**config.mk**
```make
export PLATFORM = sky130hd
export DESIGN_NAME = rped_trig
export DESIGN_NICKNAME = d
export VERILOG_FILES = /design/src/rtl/core/rped_pkg.sv /design/src/rtl/core/rped_trig.sv
export SDC_FILE = /design/constraint.sdc
export NUM_CORES = 2
export LEC_CHECK = 0
export BUFFER_PORTS_ARGS = -buffer_cell sky130_fd_sc_hd__buf_2
export CORE_MARGIN = 3
export CORE_UTILIZATION = 59
export CTS_CLUSTER_SIZE = 10
export DETAILED_ROUTE_END_ITERATION = 8
export PLACE_DENSITY = 0.75
export SLEW_MARGIN = 25
export SYNTH_ARGS = -nofsm -noshare
export SYNTH_HDL_FRONTEND = slang
export SYNTH_SLANG_ARGS = --single-unit
```
**constraint.sdc**
```tcl
create_clock -name clock -period 5.14 [get_ports clock]
set_input_delay 0.771 -clock clock [delete_from_list [all_inputs] [get_ports clock]]
set_output_delay 0.771 -clock clock [all_outputs]
set_load 0.01 [all_outputs]
```
**src/rtl/core/rped_pkg.sv**
```systemverilog
// Package for the Euler-angle point rotator: CORDIC arctangent table,
// Q2.30 rounded product helper and shared widths.
// Depends on nothing; used by the trig unit and the top level.
package rped_pkg;

   // Width of the Q2.30 trig values and matrix entries, with headroom
   localparam int TrigW = 34;
   // Number of entries in the arctangent table
   localparam int AtanLen = 24;
   // Start vector: reciprocal of the infinite-stage CORDIC gain in Q2.30
   localparam logic signed [TrigW-1:0] CordicStart = 34'sd652032874;

   typedef logic signed [TrigW-1:0] trig_type;

   // atan(2^-i) in units of 2^-32 of a full turn
   function automatic logic signed [32:0] atan_turns(input int i);
      logic signed [32:0] r;
      case (i)
         0:  r = 33'sh020000000;
         1:  r = 33'sh012E4051E;
         2:  r = 33'sh009FB385B;
         3:  r = 33'sh0051111D4;
         4:  r = 33'sh0028B0D43;
         5:  r = 33'sh00145D7E1;
         6:  r = 33'sh000A2F61E;
         7:  r = 33'sh000517C55;
         8:  r = 33'sh00028BE53;
         9:  r = 33'sh000145F2F;
         10: r = 33'sh0000A2F98;
         11: r = 33'sh0000517CC;
         12: r = 33'sh000028BE6;
         13: r = 33'sh0000145F3;
         14: r = 33'sh00000A2FA;
         15: r = 33'sh00000517D;
         16: r = 33'sh0000028BE;
         17: r = 33'sh00000145F;
         18: r = 33'sh000000A30;
         19: r = 33'sh000000518;
         20: r = 33'sh00000028C;
         21: r = 33'sh000000146;
         22: r = 33'sh0000000A3;
         23: r = 33'sh000000051;
         default: r = '0;
      endcase
      return r;
   endfunction

   // Q2.30 product, rounded half up
   function automatic trig_type mulq(input trig_type a, input trig_type b);
      logic signed [2*TrigW-1:0] p;
      p = a * b + (2*TrigW)'(64'sd1 <<< 29);
      return trig_type'(p >>> 30);
   endfunction

endpackage

```
**src/rtl/core/rped_trig.sv**
```systemverilog
// Pipelined sine/cosine of one binary angle: quadrant fold, TRIG_STAGES
// CORDIC rotations, quadrant restore. Depends on rped_pkg.
module rped_trig #(
   parameter int ANGLE_WIDTH = 16,
   parameter int TRIG_STAGES = 16
) (
   input  logic                          clock,
   input  logic [TRIG_STAGES+1:0]        stage_en,
   input  logic signed [ANGLE_WIDTH-1:0] angle,
   output rped_pkg::trig_type            cos_out,
   output rped_pkg::trig_type            sin_out
);
   import rped_pkg::*;

   logic [31:0]        a_turn;
   logic [1:0]         quad_in;
   logic [31:0]        u_in;

   logic signed [32:0] z_ff [0:TRIG_STAGES];
   logic [1:0]         q_ff [0:TRIG_STAGES];
   trig_type           x_ff [1:TRIG_STAGES];
   trig_type           y_ff [1:TRIG_STAGES];
   trig_type           cos_ff, sin_ff;

   // fold to nearest quadrant; residue in 2^-32 turns
   always_comb begin
      a_turn  = {angle, {(32-ANGLE_WIDTH){1'b0}}};
      quad_in = 2'((a_turn + 32'h2000_0000) >> 30);
      u_in    = a_turn - {quad_in, 30'b0};
   end

   always_ff @(posedge clock) begin
      if (stage_en[0]) begin
         z_ff[0] <= {u_in[31], u_in};
         q_ff[0] <= quad_in;
      end
   end

   // one CORDIC rotation per stage
   for (genvar i = 0; i < TRIG_STAGES; i++) begin : g_rot
      trig_type x_prev, y_prev, dx, dy;
      if (i == 0) begin : g_first
         assign x_prev = CordicStart;
         assign y_prev = '0;
      end else begin : g_next
         assign x_prev = x_ff[i];
         assign y_prev = y_ff[i];
      end
      assign dx = y_prev >>> i;
      assign dy = x_prev >>> i;

      always_ff @(posedge clock) begin
         if (stage_en[i+1]) begin
            q_ff[i+1] <= q_ff[i];
            if (!z_ff[i][32]) begin
               x_ff[i+1] <= x_prev - dx;
               y_ff[i+1] <= y_prev + dy;
               z_ff[i+1] <= z_ff[i] - atan_turns(i);
            end else begin
               x_ff[i+1] <= x_prev + dx;
               y_ff[i+1] <= y_prev - dy;
               z_ff[i+1] <= z_ff[i] + atan_turns(i);
            end
         end
      end
   end

   // restore quadrant
   always_ff @(posedge clock) begin
      if (stage_en[TRIG_STAGES+1]) begin
         case (q_ff[TRIG_STAGES])
            2'd0: begin
               cos_ff <= x_ff[TRIG_STAGES];
               sin_ff <= y_ff[TRIG_STAGES];
            end
            2'd1: begin
               cos_ff <= -y_ff[TRIG_STAGES];
               sin_ff <= x_ff[TRIG_STAGES];
            end
            2'd2: begin
               cos_ff <= -x_ff[TRIG_STAGES];
               sin_ff <= -y_ff[TRIG_STAGES];
            end
            default: begin
               cos_ff <= y_ff[TRIG_STAGES];
               sin_ff <= -x_ff[TRIG_STAGES];
            end
         endcase
      end
   end

   assign cos_out = cos_ff;
   assign sin_out = sin_ff;
endmodule

```
==> metrics.csv <==
stage,metric,value,unit
outcome,run status,"finished, final reports clean",
place,"Cell Area, Placed",0.131,mm^2
clock_network,H-tree levels,4,
global_route,largest net degree at the start of global routing,133,
worst_setup_path,Crit Path Class,reg2reg,
clock_network,Root Driver,clkbuf_16,
place,IO buf count,102,
worst_setup_path,Worst Setup SP,x_ff[0][355],
worst_setup_path,worst r2r path cells,17,
sta,final clock period utilization by the worst path,96.1,%
finish,share of cells above drive strength 1,5.76,%
finish,Filler Cells Inserted,16902,
routing,Detailed Route WL,328,mm
floorplan,Die Ht,467,um
worst_setup_path,crit end category,flip-flop,
sta,Highest Clock Rate,202,MHz
worst_setup_path,Worst path depth,17,
sta,final setup margin,0.201,ns
routing,Routed Antenna Nets,0,
synthesis,syn avg cell area,9.72,um^2
worst_setup_path,Worst Path Required,5.69,ns
synthesis,number of synthesized flops with an enable pin,1533,
clock_network,clock buffer depth,3,
worst_setup_path,WP data arrival,5.49,ns
clock_network,CTS tree,done,
worst_setup_path,cell family with most CP delay,compound AO/OA/AOI/OAI gates,
run,max cap viols,0,
place,DP Wirelength,263,mm
floorplan,number of cell rows,168,
global_route,GRT Util Overall,29.5,%
place,Placer Congestion,0.994,
clock_network,clock transition at the registers of the reported paths,0.06,ns
clock_network,total CTS buffers,185,
global_route,first-pass GRT wire length,520,mm
floorplan,initial core utilization,59.5,%
worst_hold_path,Hold Crit Class,in2reg,
worst_setup_path,Buffers & Inverters on Critical Path,0,
routing,vias per inst,6.15,
worst_setup_path,CP max stage cell,edfxtp_1,
synthesis,Yosys warning total,0,
sta,relative slew slack,31.6,%
clock_network,CTS Sinks,1533,
worst_setup_path,Crit path largest cell delay,0.50,ns
worst_setup_path,Reg-to-Reg End,y_ff[0][407],
finish,multi-input logic area,0.0767,mm^2
finish,Reg area,0.0460,mm^2
worst_setup_path,CP Launch Type,flip-flop,
finish,area grow syn2layout,8.94,%
sta,fin. max-slew vios,0,
synthesis,Mapped Area,0.125,mm^2
worst_setup_path,FF-to-FF Start,x_ff[0][355],
worst_setup_path,R2R setup slack,0.20,ns
sta,Fin. Hold Viols,0,
floorplan,I/O pin count,103,
routing,drt wl/cell,20.4,um
routing,Pre-antenna DRT Iters,6,
floorplan,Die W,467,um
floorplan,Core ar.,0.210,mm^2
synthesis,Post-Synthesis Net Count,14318,
finish,Finished Cell Area,0.136,mm^2
routing,DRC violation count after routing,0,
place,pre-CTS setup slack,0.00554,ns
finish,nets,14659,
synthesis,Netlist cell types,91,
sta,Setup Skew,0.0487,ns
worst_setup_path,"critical path, cell by cell","nor3_1, nand3b_1, or2_2, o41ai_1, xor2_1, ha_1, a21o_1, a21o_1, a21oi_1, o21ai_1, a221oi_1, a21boi_1, a211oi_2, o31ai_1, o211ai_1, nor4bb_1, nor3_1",
floorplan,die area,0.218,mm^2
synthesis,Syn Inst Count,12877,
routing,routed via count,99158,
synthesis,Post-synth top flop,edfxtp_1,
sta,post-route minimum period,4.94,ns
sta,worst slew pin tran,1.03,ns
worst_setup_path,crit path max fanout,6,
clock_network,clock latency on the worst-skew pair,0.85,ns
routing,DRT iter0 DRCs,7821,
synthesis,Synth async-reset ratio,0,%
synthesis,register area share after synthesis,36.8,%
global_route,grt total ovfl,0,
synthesis,register bit total from synthesis,1533,
clock_network,Post-CTS Hold Buffers,0,
worst_setup_path,Setup crit end,y_ff[0][407],
sta,# setup viols final,0,
global_route,vias in the first global route,96076,
global_route,initial antenna violation count,6,
==> cells by family after synthesis <==
group | after synthesis | synth area share [%]
AND/OR/NAND/NOR | 3294 | 12.7
buffers and inverters | 724 | 2.17
flip-flops | 1533 | 36.8
XOR/XNOR | 1909 | 13.4
adder cells (fa/ha/maj) | 1406 | 14.3
multiplexers | 103 | 0.881
AO/OA/AOI/OAI | 3908 | 19.8
==> placed cells by master, fill, tap and decap left out, types with 42 or more instances in the layout <==
cell type  Yosys  final
a211oi_1     108    105
a21o_1       661    661
a21oi_1     1286   1283
a31oi_1      118    118
and2_1        62     62
and3_1       123    123
buf_2          1     90
buf_4          0    266
clkbuf_16      0    185
edfxtp_1    1533   1533
fa_1          42     42
ha_1        1364   1364
inv_1        501    501
mux2i_1       64     64
nand2_1      760    753
nand2b_1     231    231
nand3_1      231    231
nand4_1       93     93
nor2_1       968    966
nor2b_1      168    168
nor3_1       279    270
nor4_1        73     67
o211ai_1      54     54
o21a_1       185    185
o21ai_0      595    595
o21ai_1      122    120
o21bai_1     176    176
o31ai_1      145    145
o41ai_1       69     64
or3_1        100     98
or4_1         50     49
xnor2_1     1287   1286
xor2_1       622    622
==> synth_stat cells (all sizes together), types with 29 or more instances <==
library cell	count	area, um^2
mux2	37	417
mux2i	64	641
edfxtp	1533	46000
nand4	93	582
o21bai	176	1320
xor2	622	5450
o2111ai	29	254
a31oi	118	738
and3	123	769
ha	1364	17100
a21o	661	4960
a2111oi	35	308
nor3b	30	225
nor4	73	457
fa	42	841
and2	62	388
xnor2	1287	11300
a21boi	46	349
o31ai	145	1090
nor2b	168	1050
or4	51	387
inv	504	1890
clkbuf	187	702
o41ai	70	621
o21a	185	1390
or3	100	626
o31a	29	254
nor3	279	1400
or2	49	307
nand2b	231	1450
o21ai	717	3590
nand3	231	1160
a21oi	1286	6440
nor2	968	3630
o211ai	54	405
a211oi	108	811
nand2	760	2850
==> metrics by stage <==
stage               std cells  hold slack (ns)  setup TNS, ns  utilization (%)
finish                  16116            0.102              0             64.9
global route            16114           0.0566         -0.102             64.9
CTS                     16105           0.0372              0             64.7
detailed placement      15829            0.406              0             62.1
global placement        15829            0.401         -0.236             62.1
floorplan               12877            0.400              0                -
==> metal layers <==
layer,GRT usage (%),routed length (um)
met1,38.0,140000
met2,50.4,157000
met3,4.19,18000
met4,11.2,13400
met5,0,27
==> cell type report <==
type | count | area share [%]
flip-flops and latches | 1533 | 33.8
clock inverters | 55 | 0.508
diodes | 4 | 0.00734
multi-input cells | 10620 | 56.3
inverters | 509 | 1.40
well taps | 2805 | 2.57
clock buffers | 221 | 3.49
repair buffers | 369 | 1.99
==> flip-flops by register name, indices dropped and copies added, names as in the netlist <==
signal   cells
x_ff       484
cos_out     34
z_ff       436
y_ff       511
sin_out     34
q_ff        34
==> how the worst min path moves through the flow <==
| stage | to | depth (start not counted) | from | slack (ns) |
|---|---|---|---|---|
| 2_1_floorplan | q_ff[10][0] | 0 | q_ff[9][0] | 0.40 |
| 3_3_place_gp | q_ff[15][1] | 0 | q_ff[14][1] | 0.40 |
| 3_5_place_dp | q_ff[11][1] | 0 | q_ff[10][1] | 0.41 |
| 4_1_cts | z_ff[0][18] | 1 | angle[2] | 0.04 |
| 5_1_grt | z_ff[0][18] | 1 | angle[2] | 0.06 |
| 6_report | z_ff[0][18] | 1 | angle[2] | 0.10 |
==> timing repair <==
action                                  4_1_cts  5_1_grt
endpoints found under the setup margin        2       61
resized for setup                             2       55
pin swaps                                     0        4
gates cloned                                  0        0
buffers inserted                              0        7
Power is left out: the tool's default activity adds up to more than one toggle a clock period on the data nets, which glitch-free logic cannot reach.
